$ cat config.mk
export PLATFORM = sky130hd
export DESIGN_NAME = xml_stream_tokenizer_core
export DESIGN_NICKNAME = d
export VERILOG_FILES = /design/src/rtl/xst_pkg.sv /design/src/rtl/xml_stream_tokenizer_core.sv /design/src/rtl/xst_char_class.sv /design/src/rtl/xst_step.sv
export SDC_FILE = /design/constraint.sdc
export NUM_CORES = 1
export LEC_CHECK = 0
export ABC_AREA = 1
export BUFFER_PORTS_ARGS = -buffer_cell sky130_fd_sc_hd__buf_2
export CAP_MARGIN = 20
export CORE_ASPECT_RATIO = 0.7
export CORE_MARGIN = 2
export CORE_UTILIZATION = 51
export CTS_CLUSTER_DIAMETER = 60
export CTS_CLUSTER_SIZE = 12
export DETAILED_ROUTE_END_ITERATION = 8
export PLACE_DENSITY_LB_ADDON = 0.25
export RECOVER_POWER = 100
export SETUP_SLACK_MARGIN = 0.15
export SYNTH_ARGS = -nofsm -noshare
export SYNTH_HDL_FRONTEND = slang
export SYNTH_SLANG_ARGS = --single-unit
export TNS_END_PERCENT = 1
$ cat constraint.sdc
create_clock -name clk_i -period 5.01 [get_ports clk_i]
set_input_delay 0.2505 -clock clk_i [delete_from_list [all_inputs] [get_ports clk_i]]
set_output_delay 0.2505 -clock clk_i [all_outputs]
set_load 0.05 [all_outputs]
$ cat src/rtl/xst_pkg.sv
// ----------------------------------------------------------------------------
// xst_pkg
// Shared types and constants for the xml stream tokenizer: parse states,
// tag kinds, byte roles, tag events and the beat structs of both channels.
// ----------------------------------------------------------------------------
`default_nettype none

package xst_pkg;

  // nesting depth limit and the width of the depth counter
  localparam int unsigned MaxDepth = 32;
  localparam int unsigned DepthW   = 6;

  // characters the tokenizer looks for
  localparam logic [7:0] ChLt    = 8'h3C;  // '<'
  localparam logic [7:0] ChGt    = 8'h3E;  // '>'
  localparam logic [7:0] ChQm    = 8'h3F;  // '?'
  localparam logic [7:0] ChSlash = 8'h2F;  // '/'
  localparam logic [7:0] ChEq    = 8'h3D;  // '='
  localparam logic [7:0] ChColon = 8'h3A;  // ':'
  localparam logic [7:0] ChUscr  = 8'h5F;  // '_'
  localparam logic [7:0] ChDash  = 8'h2D;  // '-'
  localparam logic [7:0] ChDot   = 8'h2E;  // '.'
  localparam logic [7:0] ChDquot = 8'h22;  // double quote
  localparam logic [7:0] ChSquot = 8'h27;  // single quote
  localparam logic [7:0] ChSpace = 8'h20;
  localparam logic [7:0] ChTab   = 8'h09;
  localparam logic [7:0] ChCr    = 8'h0D;
  localparam logic [7:0] ChLf    = 8'h0A;

  typedef enum logic [3:0] {
    ST_BEGIN     = 4'd0,
    ST_BEGINTAG  = 4'd1,
    ST_PI        = 4'd2,
    ST_SLASHTAG  = 4'd3,
    ST_TAGNAME   = 4'd4,
    ST_AFTERNAME = 4'd5,
    ST_ATTRNAME  = 4'd6,
    ST_AFTERATTR = 4'd7,
    ST_AFTEREQ   = 4'd8,
    ST_ATTRVAL   = 4'd9,
    ST_CLOSE     = 4'd10,
    ST_TEXT      = 4'd11,
    ST_ERROR     = 4'd12
  } parse_state_e;

  typedef enum logic [1:0] {
    TK_NONE  = 2'd0,
    TK_START = 2'd1,
    TK_END   = 2'd2,
    TK_EMPTY = 2'd3
  } tag_kind_e;

  typedef enum logic [2:0] {
    ROLE_MARKUP    = 3'd0,
    ROLE_TAGNAME   = 3'd1,
    ROLE_ATTRNAME  = 3'd2,
    ROLE_ATTRVALUE = 3'd3,
    ROLE_TEXT      = 3'd4
  } char_role_e;

  typedef enum logic [2:0] {
    EV_NONE       = 3'd0,
    EV_NAME_END   = 3'd1,
    EV_START_DONE = 3'd2,
    EV_END_DONE   = 3'd3,
    EV_EMPTY_DONE = 3'd4
  } tag_event_e;

  // character classes of one byte
  typedef struct packed {
    logic space;
    logic start;
    logic name;
    logic lt;
    logic gt;
    logic qm;
    logic slash;
    logic eq;
    logic quote;
  } char_class_t;

  // tokenizer state carried from byte to byte
  typedef struct packed {
    parse_state_e      pstate;
    tag_kind_e         kind;
    logic [DepthW-1:0] depth;
  } tok_state_t;

  // per-byte findings of the step logic
  typedef struct packed {
    char_role_e role;
    tag_event_e ev;
    logic       attr_done;
    logic       stream_begin;
    logic       stanza_done;
    logic       stream_end;
  } step_res_t;

  typedef struct packed {
    logic [7:0] byte_in;
    logic       last_of_chunk;
  } in_beat_t;

  typedef struct packed {
    logic [2:0]        char_role;
    logic [2:0]        tag_event;
    logic              attr_done;
    logic              stream_begin;
    logic              stanza_done;
    logic              stream_end;
    logic [DepthW-1:0] depth_out;
    logic              parse_error;
    logic              chunk_done;
  } out_beat_t;

endpackage

`default_nettype wire

$ cat src/rtl/xml_stream_tokenizer_core.sv
// ----------------------------------------------------------------------------
// xml_stream_tokenizer_core
// Byte-wide XML tokenizer: one character in, one token report out.
//
// Input channel: in_valid_i / in_stall_o with in_beat_i (byte and chunk
// mark). A beat is taken at a rising edge with valid high and stall low.
// Output channel: out_valid_o / out_stall_i with out_beat_o (byte role,
// tag event, attribute, stream and stanza flags, depth, error, chunk echo).
// Each input beat gives exactly one output beat, in order.
// A taken byte sits in an input register, then the classifier and the
// transition logic fill the result register and the parse state together.
// Throughput: one byte per clock while the receiver does not stall; the
// parse state is updated in the same cycle that moves a byte from the
// input register to the result register. When the receiver stalls, the
// result register holds its beat, the input register holds one more byte,
// and then in_stall_o rises.
// Reset: both registers are emptied, parse state returns to the begin
// state, tag kind to indefinite and depth to zero. A parse error is sticky
// until the next reset.
// ----------------------------------------------------------------------------
`default_nettype none

module xml_stream_tokenizer_core import xst_pkg::*; (
  input  logic      clk_i,
  input  logic      rst_ni,
  input  logic      in_valid_i,
  output logic      in_stall_o,
  input  in_beat_t  in_beat_i,
  output logic      out_valid_o,
  input  logic      out_stall_i,
  output out_beat_t out_beat_o
);

  logic        in_valid_q;
  in_beat_t    in_beat_q;
  logic        out_valid_q;
  logic        out_valid_d;
  out_beat_t   out_beat_q;
  out_beat_t   out_beat_d;
  tok_state_t  state_q;
  tok_state_t  state_d;
  tok_state_t  step_state;
  step_res_t   step_res;
  char_class_t cls;
  logic        out_free;
  logic        advance;
  logic        in_take;

  // handshake: result register frees when empty or drained this cycle
  assign out_free   = !out_valid_q || !out_stall_i;
  assign advance    = in_valid_q && out_free;
  assign in_stall_o = in_valid_q && !out_free;
  assign in_take    = in_valid_i && !in_stall_o;

  // input register
  always_ff @(posedge clk_i or negedge rst_ni) begin
    if (!rst_ni) begin
      in_valid_q <= 1'b0;
    end else if (in_take) begin
      in_valid_q <= 1'b1;
    end else if (advance) begin
      in_valid_q <= 1'b0;
    end
  end

  always_ff @(posedge clk_i) begin
    if (in_take) begin
      in_beat_q <= in_beat_i;
    end
  end

  // classify and step
  xst_char_class u_class (
    .char_i (in_beat_q.byte_in),
    .cls_o  (cls)
  );

  xst_step u_step (
    .state_i (state_q),
    .cls_i   (cls),
    .state_o (step_state),
    .res_o   (step_res)
  );

  // result beat assembly
  always_comb begin
    out_beat_d.char_role    = step_res.role;
    out_beat_d.tag_event    = step_res.ev;
    out_beat_d.attr_done    = step_res.attr_done;
    out_beat_d.stream_begin = step_res.stream_begin;
    out_beat_d.stanza_done  = step_res.stanza_done;
    out_beat_d.stream_end   = step_res.stream_end;
    out_beat_d.depth_out    = step_state.depth;
    out_beat_d.parse_error  = (step_state.pstate == ST_ERROR);
    out_beat_d.chunk_done   = in_beat_q.last_of_chunk;
  end

  assign state_d     = advance ? step_state : state_q;
  assign out_valid_d = advance ? 1'b1 : (out_valid_q && out_stall_i);

  // parse state
  always_ff @(posedge clk_i or negedge rst_ni) begin
    if (!rst_ni) begin
      state_q <= '{pstate: ST_BEGIN, kind: TK_NONE, depth: '0};
    end else begin
      state_q <= state_d;
    end
  end

  // result register
  always_ff @(posedge clk_i or negedge rst_ni) begin
    if (!rst_ni) begin
      out_valid_q <= 1'b0;
    end else begin
      out_valid_q <= out_valid_d;
    end
  end

  always_ff @(posedge clk_i) begin
    if (advance) begin
      out_beat_q <= out_beat_d;
    end
  end

  assign out_valid_o = out_valid_q;
  assign out_beat_o  = out_beat_q;

`ifndef SYNTH
  // depth never passes the limit
  assert property (@(posedge clk_i) disable iff (!rst_ni)
    state_q.depth <= DepthW'(MaxDepth))
    else $error("nesting depth above limit");

  // error state is sticky
  assert property (@(posedge clk_i) disable iff (!rst_ni)
    (state_q.pstate == ST_ERROR) |=> (state_q.pstate == ST_ERROR))
    else $error("left error state");

  // error beats carry no events
  assert property (@(posedge clk_i) disable iff (!rst_ni)
    (out_valid_q && out_beat_q.parse_error) |->
      ((out_beat_q.tag_event == EV_NONE) && !out_beat_q.attr_done &&
       !out_beat_q.stream_begin && !out_beat_q.stanza_done &&
       !out_beat_q.stream_end && (out_beat_q.char_role == ROLE_MARKUP)))
    else $error("event reported with parse error");

  // stream end leaves depth zero
  assert property (@(posedge clk_i) disable iff (!rst_ni)
    (out_valid_q && out_beat_q.stream_end) |-> (out_beat_q.depth_out == '0))
    else $error("stream end with nonzero depth");

  // input register never overwritten while it holds a stalled byte
  assert property (@(posedge clk_i) disable iff (!rst_ni)
    (in_valid_q && !advance) |=> (in_valid_q && $stable(in_beat_q)))
    else $error("held input byte lost");
`endif

endmodule

`default_nettype wire

$ cat src/rtl/xst_char_class.sv
// ----------------------------------------------------------------------------
// xst_char_class
// Sorts one byte into the ASCII classes the tokenizer needs: white space,
// name start, name character and the single markup characters.
// ----------------------------------------------------------------------------
`default_nettype none

module xst_char_class import xst_pkg::*; (
  input  logic [7:0]  char_i,
  output char_class_t cls_o
);

  logic is_alpha;
  logic is_digit;

  // letter and digit ranges
  assign is_alpha = ((char_i >= 8'h61) && (char_i <= 8'h7A)) ||
                    ((char_i >= 8'h41) && (char_i <= 8'h5A));
  assign is_digit = (char_i >= 8'h30) && (char_i <= 8'h39);

  // class flags
  always_comb begin
    cls_o.space = (char_i == ChSpace) || (char_i == ChTab) ||
                  (char_i == ChCr) || (char_i == ChLf);
    cls_o.start = is_alpha || (char_i == ChColon) || (char_i == ChUscr);
    cls_o.name  = cls_o.start || is_digit || (char_i == ChDash) || (char_i == ChDot);
    cls_o.lt    = (char_i == ChLt);
    cls_o.gt    = (char_i == ChGt);
    cls_o.qm    = (char_i == ChQm);
    cls_o.slash = (char_i == ChSlash);
    cls_o.eq    = (char_i == ChEq);
    cls_o.quote = (char_i == ChDquot) || (char_i == ChSquot);
  end

endmodule

`default_nettype wire

$ cat src/rtl/xst_step.sv
// ----------------------------------------------------------------------------
// xst_step
// Transition logic of the tokenizer: from the current state and the class
// of one byte it works out the next state and the byte's role and events.
// ----------------------------------------------------------------------------
`default_nettype none

module xst_step import xst_pkg::*; (
  input  tok_state_t  state_i,
  input  char_class_t cls_i,
  output tok_state_t  state_o,
  output step_res_t   res_o
);

  localparam logic [DepthW-1:0] DepthMax  = DepthW'(MaxDepth);
  localparam logic [DepthW-1:0] DepthZero = '0;
  localparam logic [DepthW-1:0] DepthOne  = DepthW'(1);

  logic              push;
  logic              pop;
  logic [DepthW-1:0] d_mid;
  logic [DepthW-1:0] d_fin;

  // tag close on '>': push and pop of the nesting depth
  parse_state_e      c_pstate;
  logic [DepthW-1:0] c_depth;
  tag_event_e        c_ev;
  logic              c_sb;
  logic              c_sd;
  logic              c_se;

  assign push  = (state_i.kind == TK_START) || (state_i.kind == TK_EMPTY);
  assign pop   = (state_i.kind == TK_END) || (state_i.kind == TK_EMPTY);
  assign d_mid = push ? (state_i.depth + DepthOne) : state_i.depth;
  assign d_fin = d_mid - DepthOne;

  always_comb begin
    c_pstate = ST_TEXT;
    c_depth  = state_i.depth;
    c_ev     = EV_NONE;
    c_sb     = 1'b0;
    c_sd     = 1'b0;
    c_se     = 1'b0;
    if (state_i.kind != TK_NONE) begin
      if (push && (state_i.depth >= DepthMax)) begin
        c_pstate = ST_ERROR;
      end else if (pop && (d_mid == DepthZero)) begin
        c_pstate = ST_ERROR;
      end else begin
        c_depth = pop ? d_fin : d_mid;
        c_sb    = push && (state_i.depth == DepthZero);
        c_sd    = pop && (d_fin == DepthOne);
        c_se    = pop && (d_fin == DepthZero);
        unique case (state_i.kind)
          TK_START: c_ev = EV_START_DONE;
          TK_END:   c_ev = EV_END_DONE;
          default:  c_ev = EV_EMPTY_DONE;
        endcase
      end
    end
  end

  // next state and per-byte result
  always_comb begin
    state_o = state_i;
    res_o   = '{role: ROLE_MARKUP, ev: EV_NONE, default: 1'b0};
    unique case (state_i.pstate)
      ST_BEGIN: begin
        if (cls_i.lt) state_o.pstate = ST_BEGINTAG;
        else if (!cls_i.space) state_o.pstate = ST_ERROR;
      end
      ST_BEGINTAG: begin
        if (cls_i.start) begin
          state_o.pstate = ST_TAGNAME;
          state_o.kind   = TK_START;
          res_o.role     = ROLE_TAGNAME;
        end else if (cls_i.qm) begin
          state_o.pstate = ST_PI;
        end else if (cls_i.slash) begin
          state_o.pstate = ST_SLASHTAG;
          state_o.kind   = TK_END;
        end else begin
          state_o.pstate = ST_ERROR;
        end
      end
      ST_PI: begin
        if (cls_i.qm) state_o.pstate = ST_CLOSE;
      end
      ST_SLASHTAG: begin
        if (cls_i.start) begin
          state_o.pstate = ST_TAGNAME;
          res_o.role     = ROLE_TAGNAME;
        end else begin
          state_o.pstate = ST_ERROR;
        end
      end
      ST_TAGNAME: begin
        if (cls_i.name) begin
          res_o.role = ROLE_TAGNAME;
        end else if (cls_i.space) begin
          state_o.pstate = ST_AFTERNAME;
          res_o.ev       = EV_NAME_END;
        end else if (cls_i.slash) begin
          state_o.pstate = ST_CLOSE;
          state_o.kind   = TK_EMPTY;
          res_o.ev       = EV_NAME_END;
        end else if (cls_i.gt) begin
          state_o.pstate     = c_pstate;
          state_o.depth      = c_depth;
          res_o.ev           = c_ev;
          res_o.stream_begin = c_sb;
          res_o.stanza_done  = c_sd;
          res_o.stream_end   = c_se;
        end else begin
          state_o.pstate = ST_ERROR;
        end
      end
      ST_AFTERNAME: begin
        if (cls_i.start) begin
          state_o.pstate = ST_ATTRNAME;
          res_o.role     = ROLE_ATTRNAME;
        end else if (cls_i.slash) begin
          state_o.pstate = ST_CLOSE;
          state_o.kind   = TK_EMPTY;
        end else if (cls_i.gt) begin
          state_o.pstate     = c_pstate;
          state_o.depth      = c_depth;
          res_o.ev           = c_ev;
          res_o.stream_begin = c_sb;
          res_o.stanza_done  = c_sd;
          res_o.stream_end   = c_se;
        end else if (!cls_i.space) begin
          state_o.pstate = ST_ERROR;
        end
      end
      ST_ATTRNAME: begin
        if (cls_i.name) res_o.role = ROLE_ATTRNAME;
        else if (cls_i.eq) state_o.pstate = ST_AFTEREQ;
        else if (cls_i.space) state_o.pstate = ST_AFTERATTR;
        else state_o.pstate = ST_ERROR;
      end
      ST_AFTERATTR: begin
        if (cls_i.eq) state_o.pstate = ST_AFTEREQ;
        else if (!cls_i.space) state_o.pstate = ST_ERROR;
      end
      ST_AFTEREQ: begin
        if (cls_i.quote) state_o.pstate = ST_ATTRVAL;
        else if (!cls_i.space) state_o.pstate = ST_ERROR;
      end
      ST_ATTRVAL: begin
        if (cls_i.quote) begin
          state_o.pstate  = ST_AFTERNAME;
          res_o.attr_done = 1'b1;
        end else begin
          res_o.role = ROLE_ATTRVALUE;
        end
      end
      ST_CLOSE: begin
        if (cls_i.gt) begin
          state_o.pstate     = c_pstate;
          state_o.depth      = c_depth;
          res_o.ev           = c_ev;
          res_o.stream_begin = c_sb;
          res_o.stanza_done  = c_sd;
          res_o.stream_end   = c_se;
        end else begin
          state_o.pstate = ST_ERROR;
        end
      end
      ST_TEXT: begin
        if (cls_i.lt) begin
          state_o.pstate = ST_BEGINTAG;
          state_o.kind   = TK_NONE;
        end else if (state_i.depth != DepthZero) begin
          res_o.role = ROLE_TEXT;
        end
      end
      default: begin
        // sticky error, and any code outside the state list
        state_o.pstate = ST_ERROR;
      end
    endcase
  end

endmodule

`default_nettype wire

Yosys cells after proc, flatten, opt, wreduce, memory -nomap -nowiden
Cells that the tools add are included.
{"block": "word_totals", "ff_bits": 41, "input_bits": 13}
{"block": "op_classes", "n_mux": 77, "add_sub_neg": 2, "n_reduce_logical": 39, "order_cmp": 7, "eq_ne": 37}
{"op": "$eq 8x6->1 const B", "count": 11}
{"op": "$mux 4", "count": 20}
{"op": "$mux 6", "count": 9}
{"op": "$mux 3", "count": 17}
{"op": "$pmux 4 s12", "count": 1}
{"op": "$eq 8x4->1 const B", "count": 3}
{"op": "$eq 4x4->1 const B", "count": 5}
{"op": "$logic_not 6->1", "count": 3}
{"op": "$pmux 3 s3", "count": 2}
{"op": "$pmux 3 s6", "count": 1}
{"op": "$pmux 6 s3", "count": 1}
{"op": "$eq 4x3->1 const B", "count": 4}
{"op": "$ge 8x7->1 const B", "count": 2}
{"op": "$le 8x7->1 const B", "count": 2}
{"op": "$mux 8", "count": 2}
{"op": "$mux 1", "count": 15}
{"op": "$logic_or 1x1->1", "count": 13}
{"op": "$logic_and 1x1->1", "count": 12}
{"op": "$mux 12", "count": 1}
{"op": "$mux 2", "count": 6}
{"op": "$eq 4x2->1 const B", "count": 2}
{"op": "$eq 8x7->1 const B", "count": 1}
{"op": "$ge 8x6->1 const B", "count": 1}
{"op": "$le 8x6->1 const B", "count": 1}
{"op": "18 further kinds", "count": 27}

Longest topological paths before layout
{"block": "depth", "depth_word": 14, "depth_mapped": 19, "ltp_nobuf": 19}

By module
Synthesis repeated with hierarchy kept, for this count alone.
{"block": "unflattened", "hier_cells": 403, "area_unflattened_um2": 2932.8}
{"module": "xml_stream_tokenizer_core", "instances": 1, "area_per_inst_um2": 1387.6, "seq_area_each_um2": 1161.1, "cells_each": 92}
{"module": "xst_step", "instances": 1, "area_per_inst_um2": 1271.2, "seq_area_each_um2": 0.0, "cells_each": 249}
{"module": "xst_char_class", "instances": 1, "area_per_inst_um2": 274.0, "seq_area_each_um2": 0.0, "cells_each": 62}

Worst setup path before layout
OpenSTA, ideal clock, no wires.
{"block": "synth_timing", "path_kind": "register to register", "from": "reg state_q[7] in the netlist's numbering", "to": "reg out_beat_q, in the netlist out_beat_o[1] (data pin)", "period_less_slack_ps": 2150, "t_required_ps": 4755, "n_path_buf": 0, "stages_incl_launch_ff": 18, "t_arrival_ps": 1895, "path_slack_ps": 2860, "cell_sequence": "dfrtp_1 inv_1 ha_1 nor2_4 nand2_1 nand2_1 nor2_1 nand2_1 nor2_1 nand3_2 nand2_2 nand2_1 nand2_2 nand2_1 nand2_1 nor2_1 nand2_1 and2_1"}
{"item": "start: declaration", "line_no": "xml_stream_tokenizer_core.sv:40", "rtl": "tok_state_t state_q;"}
{"item": "start signal: assignment", "line_no": "xml_stream_tokenizer_core.sv:104", "rtl": "state_q <= '{pstate: ST_BEGIN, kind: TK_NONE, depth: '0};"}
{"item": "start signal: assignment", "line_no": "xml_stream_tokenizer_core.sv:106", "rtl": "state_q <= state_d;"}
{"item": "end signal: assignment", "line_no": "xml_stream_tokenizer_core.sv:121", "rtl": "out_beat_q <= out_beat_d;"}
{"item": "end: declaration", "line_no": "xml_stream_tokenizer_core.sv:38", "rtl": "out_beat_t out_beat_q;"}

==> impl_metrics.csv <==
group,metric,value,unit
layout,nFillCells,519,
yosys,syn_area,0.00282,mm^2
sta,skew,0.00505,ns
yosys,synth_cell_type_count,33,
run,cap_violations,0,
floorplanning,io_pins,33,
global_route,grt_pass1_vias,2361,
critical_path,reg2reg_to,"out_beat_o[12]$_DFFE_PP_",
floorplanning,die_h,66.2,um
critical_path,crit_end,"out_beat_o[12]$_DFFE_PP_",
yosys,synth-seq-cells,41,
global_route,grt_pass1_wl,11000,um
cts,cts_buffer_depth,2,
critical_path,critPathRequiredTime,5.18,ns
detailed_routing,drt_first_pass_iters,6,
cts,clkSlewWorstSetupHoldPaths,0.08,ns
detailed_routing,routedWlPerCell,13.5,um
placed_design,routabilityCongestion,0.953,
yosys,synth.area.top_cells,"edfxtp_1 (29%), nand2_1 (17%), dfrtp_1 (12%)",
global_route,grt_overflow,0,
cts,insertion_delay,0.30,ns
power,leakagePower,1.53,nW
sta,rsz0062_at_grt,"no",
sta,slew_headroom,32.8,%
cts,cts_resized,0,
critical_path,start_kind,"flip-flop",
cts,cts_tree,"yes",
yosys,avgSynthCellArea,7.02,um^2
cts,root_buffer,"clkbuf_8",
sta,fin_crit,2.91,ns
detailed_routing,vias_per_cell,5.35,
hold_path,hp-class,"in -> reg",
critical_path,cp-end-kind,"flip-flop",
yosys,ys_seq_area_share,41.2,%
cts,clock_sinks,41,
detailed_routing,ant_nets,0,
sta,slew_viol_final,0,
outcome,status,"complete, no violations",
placed_design,dpl.cell_count,502,
global_route,antenna_found_initial,0,
yosys,netlist_instances,402,
yosys,synth_edf_count,27,
cts,cts_made_buffers,5,
layout,area.growth.synth_to_final,10.9,%
global_route,grt_start_max_net_pins,31,
yosys,yosysTopAreaCellShare,28.7,%
yosys,synth_largest_area_cell,"edfxtp_1",
floorplanning,die_w,92.9,um
layout,fin_util,59.2,%
critical_path,crit_arrival,3.08,ns
critical_path,cp_max_fo,8,
floorplanning,start_util,53.4,%
detailed_routing,drtIter0Drc,390,
power,p_per_area,415,mW/mm^2
floorplanning,core-area,0.00529,mm^2
cts,htreeDepth,2,
sta,clock.fmax,344,MHz
sta,finalSetupViolations,0,
placed_design,portBuffers,32,
yosys,postSynth.asyncResetShare,34.1,%
layout,n_antenna_cell,0,
yosys,ys_warn_count,0,
layout,drive_gt1_share,7.29,%
placed_design,place_worst_setup_slack,2.59,ns
hold_path,min_path_cells,1,
yosys,synth_flop_cell,"edfxtp_1",
power,ir_worst_vdd,0.176,mV
layout,final_common_cell,"nand2_1",
critical_path,crit_start,"state_q[7]$_DFFE_PN0P_",
layout,mostFrequentLayoutCells,"nand2_1 (129), inv_1 (63), nor2_1 (58)",
floorplanning,dieArea,0.00615,mm^2
critical_path,crit_type,"reg -> reg",
critical_path,worstRegToRegCells,14,
sta,min_period_over_period,58.1,%
placed_design,dp_hpwl,5350,um
critical_path,r2r_slack,2.10,ns
sta,final_hold_viol_count,0,
power,total_power,1.30,mW
yosys,synth_nets,423,
global_route,track_usage,23.5,%
critical_path,r2r_start,"state_q[7]$_DFFE_PN0P_",
floorplanning,row_count,22,
sta,fin_tns_setup,0,ns
sta,worstMarginPinSlew,1.01,ns
detailed_routing,drc,0,
detailed_routing,vias,2736,
layout,fin_cells,511,
layout,nNetsFinal,459,
sta,timing.final.ws_setup,2.10,ns
detailed_routing,routed_wl,6890,um
## critical path, cell delays in order, from the launching register on
cell     delay, ns
dfrtp_1       0.41
inv_1         0.10
ha_1          0.19
nor2_1        0.44
nor2_1        0.20
nand2_1       0.10
nand2_1       0.05
nand2_1       0.08
inv_1         0.06
nand3_1       0.13
nand2_2       0.07
nor2_1        0.43
nand2_1       0.16
a21oi_1       0.21
or2_2         0.15
## how the worst min path moves through the flow
| stage | to | from |
|---|---|---|
| after floorplan | in_valid_q$_DFFE_PN0P_ | rst_ni |
| after global placement | state_q[5]$_DFFE_PN0P_ | rst_ni |
| after detailed placement | state_q[5]$_DFFE_PN0P_ | rst_ni |
| after CTS | in_beat_q[6]$_DFFE_PP_ | in_beat_i[6] |
| after global routing | in_beat_q[5]$_DFFE_PP_ | in_beat_i[5] |
| final | in_beat_q[2]$_DFFE_PP_ | in_beat_i[2] |
## synth_stat cells, types with 3 or more instances
master,instances
edfxtp_1,27
dfrtp_1,14
nor2_1,55
nand4_1,4
o21ai_1,3
nand2_1,128
nand2_2,8
nand2_4,3
o21ai_0,11
a21oi_1,13
nor3_1,5
nand3_1,31
ha_1,8
a22oi_1,3
inv_1,62
## kinds of logic (layout without fill, tap and decap cells)
group           count (synthesis)  count (layout)  share of synthesized area [%]
simple gates                  247             247                           38.4
buf+inv                        67             104                           9.00
flops                          41              41                           41.2
compound gates                 38              38                           7.63
fa+ha+maj                       8               8                           3.55
xor+xnor                        1               1                          0.310
## registers in the layout (all words and copies together), names as in the netlist
name and count:
in_beat_q 9, state_q 12, in_valid_q 1, out_valid_o 1, out_beat_o 18
## per-stage QoR
step / hold WS [ns] / cell area, um^2
2_1_floorplan: -0.0451 / 2820
3_3_place_gp: 0.181 / 3050
3_5_place_dp: 0.192 / 3050
4_1_cts: 0.117 / 3180
5_1_grt: 0.113 / 3130
6_report: 0.125 / 3130
## routing by layer
layer	up-vias	GRT usage (%)	share of wire (%)	wire length [um]
li1	1350	-	-	-
met1	1210	34.5	46	3180
met2	162	32.6	39	2670
met3	14	7.75	14	930
met4	0	7.35	1.6	110
met5	-	0	0	0
## repair_timing
action	in CTS	in global routing
endpoints found under the hold margin	14	0
setup buffers	0	0
hold buffers	1	0
## area by class of cell
cell class / instances / area (um^2) / area share, %
clock buffer: 7 / 86.3 / 2.76
sequential: 41 / 1160 / 37.1
clock inverter: 1 / 30.0 / 0.960
timing repair buffer: 33 / 144 / 4.60
tap: 72 / 90.1 / 2.88
inverter: 63 / 236 / 7.56
multi-input combinational: 294 / 1380 / 44.1
## report_power, final
group          switching [mW]  leakage [nW]  internal [mW]
Clock                   0.112        0.0585          0.162
Sequential             0.0402         0.447          0.421
Combinational           0.408          1.03          0.157
Total                   0.560          1.53          0.739
(Power assumes the default switching activity.)
